<file path="config.mk">
export PLATFORM = sky130hd
export DESIGN_NAME = palette_color_blend_engine
export DESIGN_NICKNAME = d
export VERILOG_FILES = /design/src/hw/rtl/cpbe_pkg.sv /design/src/hw/rtl/cpbe_front.sv /design/src/hw/rtl/cpbe_fifo.sv /design/src/hw/rtl/cpbe_back.sv /design/src/hw/rtl/palette_color_blend_engine.sv
export SDC_FILE = /design/constraint.sdc
export NUM_CORES = 2
export LEC_CHECK = 0
export ABC_AREA = 1
export BUFFER_PORTS_ARGS = -buffer_cell sky130_fd_sc_hd__buf_4
export CAP_MARGIN = 15
export CELL_PAD_IN_SITES_DETAIL_PLACEMENT = 0
export CELL_PAD_IN_SITES_GLOBAL_PLACEMENT = 1
export CORE_MARGIN = 1.5
export CORE_UTILIZATION = 48
export CTS_CLUSTER_SIZE = 12
export DETAILED_ROUTE_END_ITERATION = 16
export GPL_ROUTABILITY_DRIVEN = 0
export GPL_TIMING_DRIVEN = 0
export PLACE_DENSITY_LB_ADDON = 0.1
export SYNTH_ARGS = -nofsm -noshare
export SYNTH_HDL_FRONTEND = slang
export SYNTH_HIERARCHICAL = 1
export SYNTH_SLANG_ARGS = --single-unit
</file>
<file path="constraint.sdc">
create_clock -name clk -period 23.4 [get_ports clk]
set_input_delay 1.17 -clock clk [delete_from_list [all_inputs] [get_ports clk]]
set_output_delay 1.17 -clock clk [all_outputs]
set_load 0.02 [all_outputs]
</file>
<file path="src/hw/rtl/cpbe_pkg.sv">
`timescale 1ns / 1ps
`default_nettype none
// ----------------------------------------------------------------------------
// cpbe_pkg
// Shared types, constants and helpers of the palette color blend engine.
// ----------------------------------------------------------------------------
package cpbe_pkg;

  localparam int unsigned CHAN_W      = 16;
  localparam int unsigned LEVEL_W     = 17;
  localparam int unsigned MODE_W      = 3;
  localparam int unsigned INDEX_W     = 3;
  localparam int unsigned NCHAN       = 3;
  localparam int unsigned QUEUE_DEPTH = 2;

  localparam logic [CHAN_W-1:0] LFSR_TAPS  = 16'hb400;
  localparam logic [CHAN_W-1:0] LFSR_SEED  = 16'h0001;
  localparam logic [CHAN_W-1:0] HALF_SCALE = 16'h8000;
  localparam logic [CHAN_W-1:0] FULL_CHAN  = 16'hffff;

  typedef enum logic [MODE_W-1:0] {
    MODE_TINT   = 3'd0,
    MODE_STATIC = 3'd1,
    MODE_NEGATE = 3'd2,
    MODE_DODGE  = 3'd3,
    MODE_BURN   = 3'd4,
    MODE_SOFT   = 3'd5
  } blend_mode_t;

  typedef enum logic [INDEX_W-1:0] {
    REG_MODE  = 3'd0,
    REG_RED   = 3'd1,
    REG_GREEN = 3'd2,
    REG_BLUE  = 3'd3,
    REG_LEVEL = 3'd4
  } cfg_reg_t;

  typedef enum logic [1:0] {
    ST_IDLE,
    ST_MUL,
    ST_MIX,
    ST_FIN
  } back_state_t;

  typedef struct packed {
    logic [MODE_W-1:0]             mode;
    logic [NCHAN-1:0][CHAN_W-1:0]  color;
    logic [LEVEL_W-1:0]            level;
  } cfg_t;

  // one queued entry: classified and with its noise already drawn
  typedef struct packed {
    logic [MODE_W-1:0]             mode;
    logic [NCHAN-1:0][CHAN_W-1:0]  orig;
    logic [NCHAN-1:0][CHAN_W-1:0]  noise;
    logic [7:0]                    inten;
  } cpbe_item_t;

  function automatic logic [CHAN_W-1:0] lfsr_step(input logic [CHAN_W-1:0] s);
    lfsr_step = s[0] ? ((s >> 1) ^ LFSR_TAPS) : (s >> 1);
  endfunction

  function automatic logic [CHAN_W-1:0] clamp16(input logic signed [19:0] v);
    if (v < 20'sd0) begin
      clamp16 = '0;
    end else if (v > 20'sd65535) begin
      clamp16 = FULL_CHAN;
    end else begin
      clamp16 = v[CHAN_W-1:0];
    end
  endfunction

endpackage
`default_nettype wire

</file>
<file path="src/hw/rtl/cpbe_front.sv">
`timescale 1ns / 1ps
`default_nettype none
// ----------------------------------------------------------------------------
// cpbe_front
// Accepts palette entries, draws static noise from the lfsr and finds the
// brightest channel, then hands the entry to the queue.
// ----------------------------------------------------------------------------
module cpbe_front import cpbe_pkg::*; (
  input  wire logic              clk,
  input  wire logic              rst,
  input  wire logic              push,
  input  wire logic              q_full,
  input  wire logic [CHAN_W-1:0] red_in,
  input  wire logic [CHAN_W-1:0] green_in,
  input  wire logic [CHAN_W-1:0] blue_in,
  input  wire cfg_t              cfg,
  output logic                   q_push,
  output cpbe_item_t             q_item
);

  logic [CHAN_W-1:0] noise_lfsr;
  logic [CHAN_W-1:0] step1, step2, step3;
  logic [CHAN_W-1:0] lvl_sat, mask, mx;

  assign q_push = push && !q_full;

  assign step1 = lfsr_step(noise_lfsr);
  assign step2 = lfsr_step(step1);
  assign step3 = lfsr_step(step2);

  always_comb begin
    lvl_sat = (cfg.level > {1'b0, FULL_CHAN}) ? FULL_CHAN : cfg.level[CHAN_W-1:0];
    // smear the top set bit down to bit 0
    mask = lvl_sat | (lvl_sat >> 1);
    mask = mask | (mask >> 2);
    mask = mask | (mask >> 4);
    mask = mask | (mask >> 8);
    mx = red_in;
    if (green_in > mx) begin
      mx = green_in;
    end
    if (blue_in > mx) begin
      mx = blue_in;
    end
  end

  always_comb begin
    q_item.mode     = cfg.mode;
    q_item.orig[0]  = red_in;
    q_item.orig[1]  = green_in;
    q_item.orig[2]  = blue_in;
    q_item.noise[0] = step1 & mask;
    q_item.noise[1] = step2 & mask;
    q_item.noise[2] = step3 & mask;
    q_item.inten    = mx[CHAN_W-1:8];
  end

  // noise only advances on static beats
  always_ff @(posedge clk) begin
    if (rst) begin
      noise_lfsr <= LFSR_SEED;
    end else if (q_push && cfg.mode == MODE_STATIC) begin
      noise_lfsr <= step3;
    end
  end

endmodule
`default_nettype wire

</file>
<file path="src/hw/rtl/cpbe_fifo.sv">
`timescale 1ns / 1ps
`default_nettype none
// ----------------------------------------------------------------------------
// cpbe_fifo
// Short queue of classified entries between the front and the back.
// ----------------------------------------------------------------------------
module cpbe_fifo import cpbe_pkg::*; (
  input  wire logic       clk,
  input  wire logic       rst,
  input  wire logic       push,
  input  wire cpbe_item_t din,
  input  wire logic       pop,
  output cpbe_item_t      dout,
  output logic            full,
  output logic            empty
);

  localparam int unsigned PTR_W   = $clog2(QUEUE_DEPTH);
  localparam int unsigned COUNT_W = $clog2(QUEUE_DEPTH + 1);

  cpbe_item_t         mem [QUEUE_DEPTH];
  logic [PTR_W-1:0]   wr_ptr;
  logic [PTR_W-1:0]   rd_ptr;
  logic [COUNT_W-1:0] count;

  assign full  = (count == COUNT_W'(QUEUE_DEPTH));
  assign empty = (count == '0);
  assign dout  = mem[rd_ptr];

  always_ff @(posedge clk) begin
    if (push) begin
      mem[wr_ptr] <= din;
    end
  end

  always_ff @(posedge clk) begin
    if (rst) begin
      wr_ptr <= '0;
      rd_ptr <= '0;
      count  <= '0;
    end else begin
      if (push) begin
        wr_ptr <= wr_ptr + 1'b1;
      end
      if (pop) begin
        rd_ptr <= rd_ptr + 1'b1;
      end
      if (push && !pop) begin
        count <= count + 1'b1;
      end else if (pop && !push) begin
        count <= count - 1'b1;
      end
    end
  end

  a_count_bound: assert property (@(posedge clk) disable iff (rst)
    count <= COUNT_W'(QUEUE_DEPTH))
    else $error("queue count above depth");

  a_pop_nonempty: assert property (@(posedge clk) disable iff (rst)
    pop |-> count != '0)
    else $error("pop from empty queue");

  a_push_full: assert property (@(posedge clk) disable iff (rst)
    push && !pop |-> count != COUNT_W'(QUEUE_DEPTH))
    else $error("push into full queue");

  a_push_grows: assert property (@(posedge clk) disable iff (rst)
    push && !pop |=> count == $past(count) + 1'b1)
    else $error("queue count did not grow on push");

endmodule
`default_nettype wire

</file>
<file path="src/hw/rtl/cpbe_back.sv">
`timescale 1ns / 1ps
`default_nettype none
// ----------------------------------------------------------------------------
// cpbe_back
// Blend sequencer: one product stage, one mix stage, one finish stage per
// entry, three channel lanes side by side, result held in an output register.
// ----------------------------------------------------------------------------
module cpbe_back import cpbe_pkg::*; (
  input  wire logic              clk,
  input  wire logic              rst,
  input  wire logic              q_empty,
  input  wire cpbe_item_t        q_item,
  input  wire cfg_t              cfg,
  input  wire logic              pop,
  output logic                   q_pop,
  output logic                   empty,
  output logic [CHAN_W-1:0]      red_out,
  output logic [CHAN_W-1:0]      green_out,
  output logic [CHAN_W-1:0]      blue_out
);

  back_state_t state, state_next;

  cpbe_item_t                   op;
  logic [NCHAN-1:0][31:0]       prod;
  logic signed [26:0]           mixp [NCHAN];
  logic [NCHAN-1:0][CHAN_W-1:0] res;
  logic [NCHAN-1:0][CHAN_W-1:0] fin;
  logic                         out_valid;
  logic                         res_free;
  logic                         load_op, load_mul, load_mix, load_res;

  assign res_free = !out_valid || pop;

  function automatic logic [CHAN_W-1:0] finish(
    input logic [MODE_W-1:0]  mode,
    input logic [CHAN_W-1:0]  o,
    input logic [CHAN_W-1:0]  c,
    input logic [CHAN_W-1:0]  noise,
    input logic [31:0]        p,
    input logic signed [26:0] mp,
    input logic [LEVEL_W-1:0] lvl
  );
    logic signed [19:0] so, sx, st, sp, sl, v;
    logic signed [26:0] sh;
    logic [CHAN_W-1:0]  r;
    so = $signed({4'b0, o});
    sx = $signed({4'b0, o ^ c});
    sl = $signed({3'b0, lvl});
    sp = $signed({4'b0, p[31:16]});
    st = 20'sd65536 - sl;
    sh = mp >>> 8;
    v  = so;
    r  = o;
    case (mode)
      MODE_TINT, MODE_SOFT: begin
        v = so + $signed(sh[19:0]);
        r = clamp16(v);
      end
      MODE_NEGATE: begin
        if (o > HALF_SCALE) begin
          v = sx + st;
          if (v > so) begin
            v = so;
          end
        end else begin
          v = sx - st;
          if (v < so) begin
            v = so;
          end
        end
        r = clamp16(v);
      end
      MODE_DODGE: begin
        v = 20'sd65535 - sp - sl;
        if (v > so) begin
          v = so;
        end
        r = clamp16(v);
      end
      MODE_BURN: begin
        v = sp + 20'sd65536 - sl;
        if (v > so) begin
          v = so;
        end
        r = clamp16(v);
      end
      MODE_STATIC: begin
        r = o + noise;
      end
      default: begin
        r = o;
      end
    endcase
    finish = r;
  endfunction

  // next state
  always_comb begin
    state_next = state;
    case (state)
      ST_IDLE: begin
        if (!q_empty) begin
          state_next = ST_MUL;
        end
      end
      ST_MUL: state_next = ST_MIX;
      ST_MIX: state_next = ST_FIN;
      ST_FIN: begin
        if (res_free) begin
          state_next = ST_IDLE;
        end
      end
      default: state_next = ST_IDLE;
    endcase
  end

  // stage controls
  always_comb begin
    load_op  = 1'b0;
    load_mul = 1'b0;
    load_mix = 1'b0;
    load_res = 1'b0;
    case (state)
      ST_IDLE: load_op  = !q_empty;
      ST_MUL:  load_mul = 1'b1;
      ST_MIX:  load_mix = 1'b1;
      ST_FIN:  load_res = res_free;
      default: ;
    endcase
  end

  assign q_pop = load_op;

  always_ff @(posedge clk) begin
    if (rst) begin
      state <= ST_IDLE;
    end else begin
      state <= state_next;
    end
  end

  always_ff @(posedge clk) begin
    if (load_op) begin
      op <= q_item;
    end
  end

  // product stage: soft tint scales the color, dodge and burn multiply
  always_ff @(posedge clk) begin
    if (load_mul) begin
      for (int i = 0; i < NCHAN; i++) begin
        prod[i] <= 32'((op.mode == MODE_DODGE) ? (cfg.color[i] ^ FULL_CHAN) : cfg.color[i])
                 * 32'((op.mode == MODE_SOFT) ? {8'b0, op.inten} : op.orig[i]);
      end
    end
  end

  // mix stage: (target - orig) * level
  always_ff @(posedge clk) begin
    if (load_mix) begin
      for (int i = 0; i < NCHAN; i++) begin
        mixp[i] <= 27'($signed({1'b0, ((op.mode == MODE_SOFT) ? prod[i][23:8] : cfg.color[i])})
                      - $signed({1'b0, op.orig[i]}))
                 * 27'($signed({1'b0, cfg.level[LEVEL_W-1:8]}));
      end
    end
  end

  always_comb begin
    for (int i = 0; i < NCHAN; i++) begin
      fin[i] = finish(op.mode, op.orig[i], cfg.color[i], op.noise[i], prod[i], mixp[i],
                      cfg.level);
    end
  end

  always_ff @(posedge clk) begin
    if (load_res) begin
      res <= fin;
    end
  end

  always_ff @(posedge clk) begin
    if (rst) begin
      out_valid <= 1'b0;
    end else if (load_res) begin
      out_valid <= 1'b1;
    end else if (pop) begin
      out_valid <= 1'b0;
    end
  end

  assign empty     = !out_valid;
  assign red_out   = res[0];
  assign green_out = res[1];
  assign blue_out  = res[2];

  a_fin_loads: assert property (@(posedge clk) disable iff (rst)
    state == ST_FIN && res_free |=> out_valid && state == ST_IDLE)
    else $error("finished beat not delivered");

  a_no_overwrite: assert property (@(posedge clk) disable iff (rst)
    load_res |-> !out_valid || pop)
    else $error("result overwritten before pop");

  a_pop_only_idle: assert property (@(posedge clk) disable iff (rst)
    q_pop |-> state == ST_IDLE && !q_empty)
    else $error("queue popped outside idle");

endmodule
`default_nettype wire

</file>
<file path="src/hw/rtl/palette_color_blend_engine.sv">
`timescale 1ns / 1ps
`default_nettype none
// ----------------------------------------------------------------------------
// palette_color_blend_engine
// Blends 16-bit RGB palette entries with a configured color by mode and level.
// ----------------------------------------------------------------------------
// Input side is a queue: drive red_in/green_in/blue_in with push; a beat is
// taken on a clock edge with push high and full low. Results come out as a
// queue: while empty is low the oldest result sits on red_out/green_out/
// blue_out and pop takes it.
// Registers are written through cfg_valid/cfg_ready (ready is always high),
// cfg_index selects mode, red, green, blue, level; other indexes are dropped.
// Write them only while no entry is in flight.
// The back-end sequencer fetches an entry from the queue and runs it through
// product, mix and finish steps; it takes no new entry until the last result is in
// the output register, and a 2-entry queue in front lets push run ahead.
// If pop is held low the finished result waits in the output register, the
// back end stalls in its finish step, the queue fills and full rises.
// Reset clears the config registers and both queues, and sets the noise lfsr to 1.
// ----------------------------------------------------------------------------
module palette_color_blend_engine import cpbe_pkg::*; (
  input  wire logic               clk,
  input  wire logic               rst,
  input  wire logic               push,
  output logic                    full,
  input  wire logic [CHAN_W-1:0]  red_in,
  input  wire logic [CHAN_W-1:0]  green_in,
  input  wire logic [CHAN_W-1:0]  blue_in,
  output logic                    empty,
  input  wire logic               pop,
  output logic [CHAN_W-1:0]       red_out,
  output logic [CHAN_W-1:0]       green_out,
  output logic [CHAN_W-1:0]       blue_out,
  input  wire logic               cfg_valid,
  output logic                    cfg_ready,
  input  wire logic [INDEX_W-1:0] cfg_index,
  input  wire logic [LEVEL_W-1:0] cfg_data
);

  cfg_t       cfg;
  logic       q_push, q_pop, q_full, q_empty;
  cpbe_item_t q_din, q_dout;

  assign cfg_ready = 1'b1;
  assign full      = q_full;

  always_ff @(posedge clk) begin
    if (rst) begin
      cfg <= '0;
    end else if (cfg_valid && cfg_ready) begin
      case (cfg_index)
        REG_MODE:  cfg.mode     <= cfg_data[MODE_W-1:0];
        REG_RED:   cfg.color[0] <= cfg_data[CHAN_W-1:0];
        REG_GREEN: cfg.color[1] <= cfg_data[CHAN_W-1:0];
        REG_BLUE:  cfg.color[2] <= cfg_data[CHAN_W-1:0];
        REG_LEVEL: cfg.level    <= cfg_data;
        default: ;
      endcase
    end
  end

  cpbe_front u_front (
    .clk      (clk),
    .rst      (rst),
    .push     (push),
    .q_full   (q_full),
    .red_in   (red_in),
    .green_in (green_in),
    .blue_in  (blue_in),
    .cfg      (cfg),
    .q_push   (q_push),
    .q_item   (q_din)
  );

  cpbe_fifo u_fifo (
    .clk   (clk),
    .rst   (rst),
    .push  (q_push),
    .din   (q_din),
    .pop   (q_pop),
    .dout  (q_dout),
    .full  (q_full),
    .empty (q_empty)
  );

  cpbe_back u_back (
    .clk       (clk),
    .rst       (rst),
    .q_empty   (q_empty),
    .q_item    (q_dout),
    .cfg       (cfg),
    .pop       (pop),
    .q_pop     (q_pop),
    .empty     (empty),
    .red_out   (red_out),
    .green_out (green_out),
    .blue_out  (blue_out)
  );

endmodule
`default_nettype wire

</file>
==> results.md <==
- The die covers 193700 µm².
- The master cell of the clock root buffer is clkbuf_16.
- The origin of the critical flop-to-flop path is u_back/op[106].
- STA puts the critical path data arrival time at 11.64 ns.
- In the final routing, the length of wire on met1 measures 143800 µm.
- The most common cell after layout, fill and taps aside is nand2_1.
- The flip-flop and latch count after synthesis is 590.
- For this run, the slowest stage of the critical path takes 0.91 ns.
- The number of vias in the routed layout is 82017.
- The required time at the worst-slack endpoint is 23.86 ns.
- The synthesized design contains 498 enable-type register cells.
- The hold slack is 0.5058 ns.
- The clock tree synthesis step divided the H-tree into 3 levels.
- Max-cap violations in this run came to 0.
- The most frequent cell on the critical path is nand2_1.
- The x dimension of the die is 440.1 µm.
- Clock skew on the completed layout was measured at 0.07904 ns.
- In the layout the commonest cells are nand2_1 (2523), inv_1 (2102), nor2_1 (1242).
- The ratio of final minimum period to clock period is 47.76%.
- Yosys printed 6 warnings.
- The final critical-path required period is 11.18 ns.
- Sorting the synthesized cells by area gives the leading types as fa_1 (21%), edfxtp_1 (16%), ha_1 (14%), nand2_1 (10%), inv_1 (8.6%).
- The synthesis-to-finish area growth is 7.595%.
- In this run the core area contains 160 standard-cell rows.
- The overall routing resource usage is 35.64%.
- The worst pin sits at a relative slew slack of 11.55%.
- The synthesized netlist contains 69 unique library cells.
- Summing all placed instances gives a cell area of 96280 µm².
- Port buffering added 122 buffers.
- Along the worst path, the maximum fanout reaches 10.
- Summed over all layers, the global routing overflow is 0.
- Among all flip-flop cells after synthesis, the most frequent one is edfxtp_1.
- The routed design has 348700 µm of wire.
- Once detail routing completed, the nets flagged for antenna violations numbered 0.
- The count of endpoints failing setup in the final report is 0.
- The kind of capture point of the worst setup path is a flip-flop.
- The number of cells in the design after placement is 14433.
- The final hold violation count came to 0.
- Detailed routing placed a total of 31370 µm of wire on met3.
- After synthesis, the largest area contributor takes up 21.48% of total cell area.
- The synthesized netlist devotes 8.312% of its cell area to compound gates.
- For the final routed database, the setup TNS stands at 0 ns.
- The combinational family with the most area after synthesis is adder cells.
- The clock reaches the later pin of the worst-skew pair after 0.73 ns.
- The TritonCTS clock tree is yes.
- Among cell families on the critical path, the largest total delay comes from adder cells.
- The post-synthesis net count is 13872.
- Setup repair after global routing left no endpoint under its margin.
- The run finished with clean final reports.
- The total number of clock tree sinks is 590.
- The number of nets in the finished design is 14091.
- The slowest cell on the critical path is buf_1.
- The highest layer used for signal routing is met5.
- The async set-reset flop share out of synthesis is 0%.
- Of the total synthesized cell area, the portion taken by AND, OR, NAND and NOR gates is 20.86%.
- After synthesis the cells add up to 91710 µm².
- In the final layout, the share of cells above drive strength 1 is 5.452%.
- Hold repair after CTS inserted 0 buffers.
- Timing would allow up to 0.08947 GHz.
- The proportion of synthesized chip area in sequential cells is 18.31%.
- The detailed-route wire length per cell is 23.93 µm.
- Of the total synthesized cell area, the portion taken by full adders, half adders and majority gates is 35.64%.
- The total clock buffers created by CTS is 68.
- The path category of the worst min-delay check is flip-flop to flip-flop.
- With fillers left out, the area of the finished cells amounts to 98680 µm².
- The number of iterations in the first detailed-routing pass is 6.
- Leaving out filler cells and counting taps, the final layout contains 14571.
- The boundary pin count is 124.
- The biggest area contributor in the post-synthesis netlist is fa_1.
- The total length of routed met2 wires is 150000 µm.
- The post-synthesis average cell area is 7.787 µm².
- The post-synthesis instance total is 11777.
- The number of buffers and inverters on the critical path is 8.
- Counting along the longest clock path gives a buffer depth of 3.
- For this configuration, the core starts out at a cell density of 48.27%.
- The via-per-instance ratio is 5.629.
- The number of buffers inserted to repair setup after CTS is 0.
- In this run, the number of DRC markers left after iteration 0 of detailed routing was 7815.
- The maximum number of pins on one net before global-route repair is 87.
- The wire length of the first global-routing pass is 509000 µm.
- In this run the most critical hold path is launched from u_fifo/mem[0][106].
- In the synthesized netlist, mux cells make up 1.458% of the area.
- The estimated wirelength of the detail-placed design is 291500 µm.
- The number of antenna violations at the first check in global routing was 9.
- The worst setup path startpoint is u_back/op[106].
- Post-CTS repair changed the size of 0 cells.
- For this run, design rule violations remaining after detail routing come to 0.
- The clock input transition at the sequential cells of the worst setup and hold paths is 0.06 ns.
- The xor/xnor cell area share of the yosys netlist is 4.644%.
- The via count of the first global-routing pass is 79709.
- The critical path in this run is classified as flip-flop to flip-flop.
- The measured slew at the worst slew-check pin is 1.327 ns.
- The startpoint kind of the worst setup timing path is a flip-flop.
- The core region is 190000 µm².
- The height of the chip is 440.1 µm.
- The max-slew violation count is 0.
worst register-to-register path, delay by kind of cell (launching register included):
| family | cells | cell delay (ns) |
|---|---|---|
| XOR/XNOR | 2 | 0.97 |
| adder cells (fa/ha/maj) | 8 | 3.41 |
| flip-flops | 1 | 0.50 |
| multiplexers | 1 | 0.64 |
| buffers and inverters | 8 | 2.35 |
| AO/OA/AOI/OAI | 5 | 1.33 |
| AND/OR/NAND/NOR | 14 | 1.68 |
logic make-up (layout without fill, tap and decap cells):
| family | Yosys count | count (layout) |
|---|---|---|
| other cells | 1 | 10 |
| fa+ha+maj | 2022 | 2022 |
| simple gates | 4660 | 4660 |
| flops | 590 | 590 |
| buf+inv | 2526 | 2800 |
| xor+xnor | 480 | 480 |
| compound gates | 1389 | 1389 |
| mux | 109 | 109 |
flip-flops by register name, indices dropped and copies added, names as in the netlist, named ones only:
name and count:
u_back/blue_out 16, u_back/state 2, u_back/op 107, u_fifo/wr_ptr 1
u_back/mixp 57, u_fifo/count 2, u_front/noise_lfsr 16, u_back/prod 72
u_back/out_valid 1, u_fifo/rd_ptr 1, u_fifo/mem 214, cfg 68
u_back/green_out 16, u_back/red_out 16
synth_stat cells, types with 22 or more instances:
master and count:
xor2_1 353, o21ai_0 383, o211ai_1 34, nand4_1 74, nand2_1 2523, ha_1 1038, fa_1 984, nor3_1 91
buf_4 60, nand3b_1 34, mux2_4 30, clkbuf_1 215, mux2_2 77, buf_1 24, a21o_1 36, dfxtp_1 92
o21bai_1 47, xnor2_1 122, or2_2 63, buf_2 74, nand3_1 539, nor2_1 1246, nor4_1 25, edfxtp_1 498
a21oi_1 735, a31oi_1 30, inv_1 2103, o21a_1 22
area by class of cell:
class,instances,area [µm²]
tap,2511,3142
inverter,2140,8040
buffer,386,1849
timing repair buffer,149,1409
clock buffer,96,1869
sequential,590,16800
fill,18442,91300
antenna,9,22.52
clock inverter,29,451.7
multi-input combinational,8661,65100
worst paths after layout:
check	endpoint	slack [ns]	cells past startpoint
min	u_back/op[106]	0.51	1
min reg2reg	u_back/op[106]	0.51	1
max reg2reg	u_back/mixp[0][53]	12.22	38
max	u_back/mixp[0][53]	12.22	38
per-layer routing:
| layer | GRT usage [%] | vias up |
|---|---|---|
| li1 | - | 37541 |
| met1 | 47.65 | 39883 |
| met2 | 54.33 | 3841 |
| met3 | 6.328 | 750 |
| met4 | 20.34 | 2 |
| met5 | 0 | - |
per-stage QoR:
step	utilization [%]	setup WS, ns
after global routing	51.93	11.81
after floorplan	-	15.64
after CTS	51.90	12.40
after global placement	50.41	12.58
after detailed placement	50.68	12.55
final	51.94	12.22
Power is left out: the tool's default activity adds up to more than one toggle a clock period on the data nets, which glitch-free logic cannot reach.
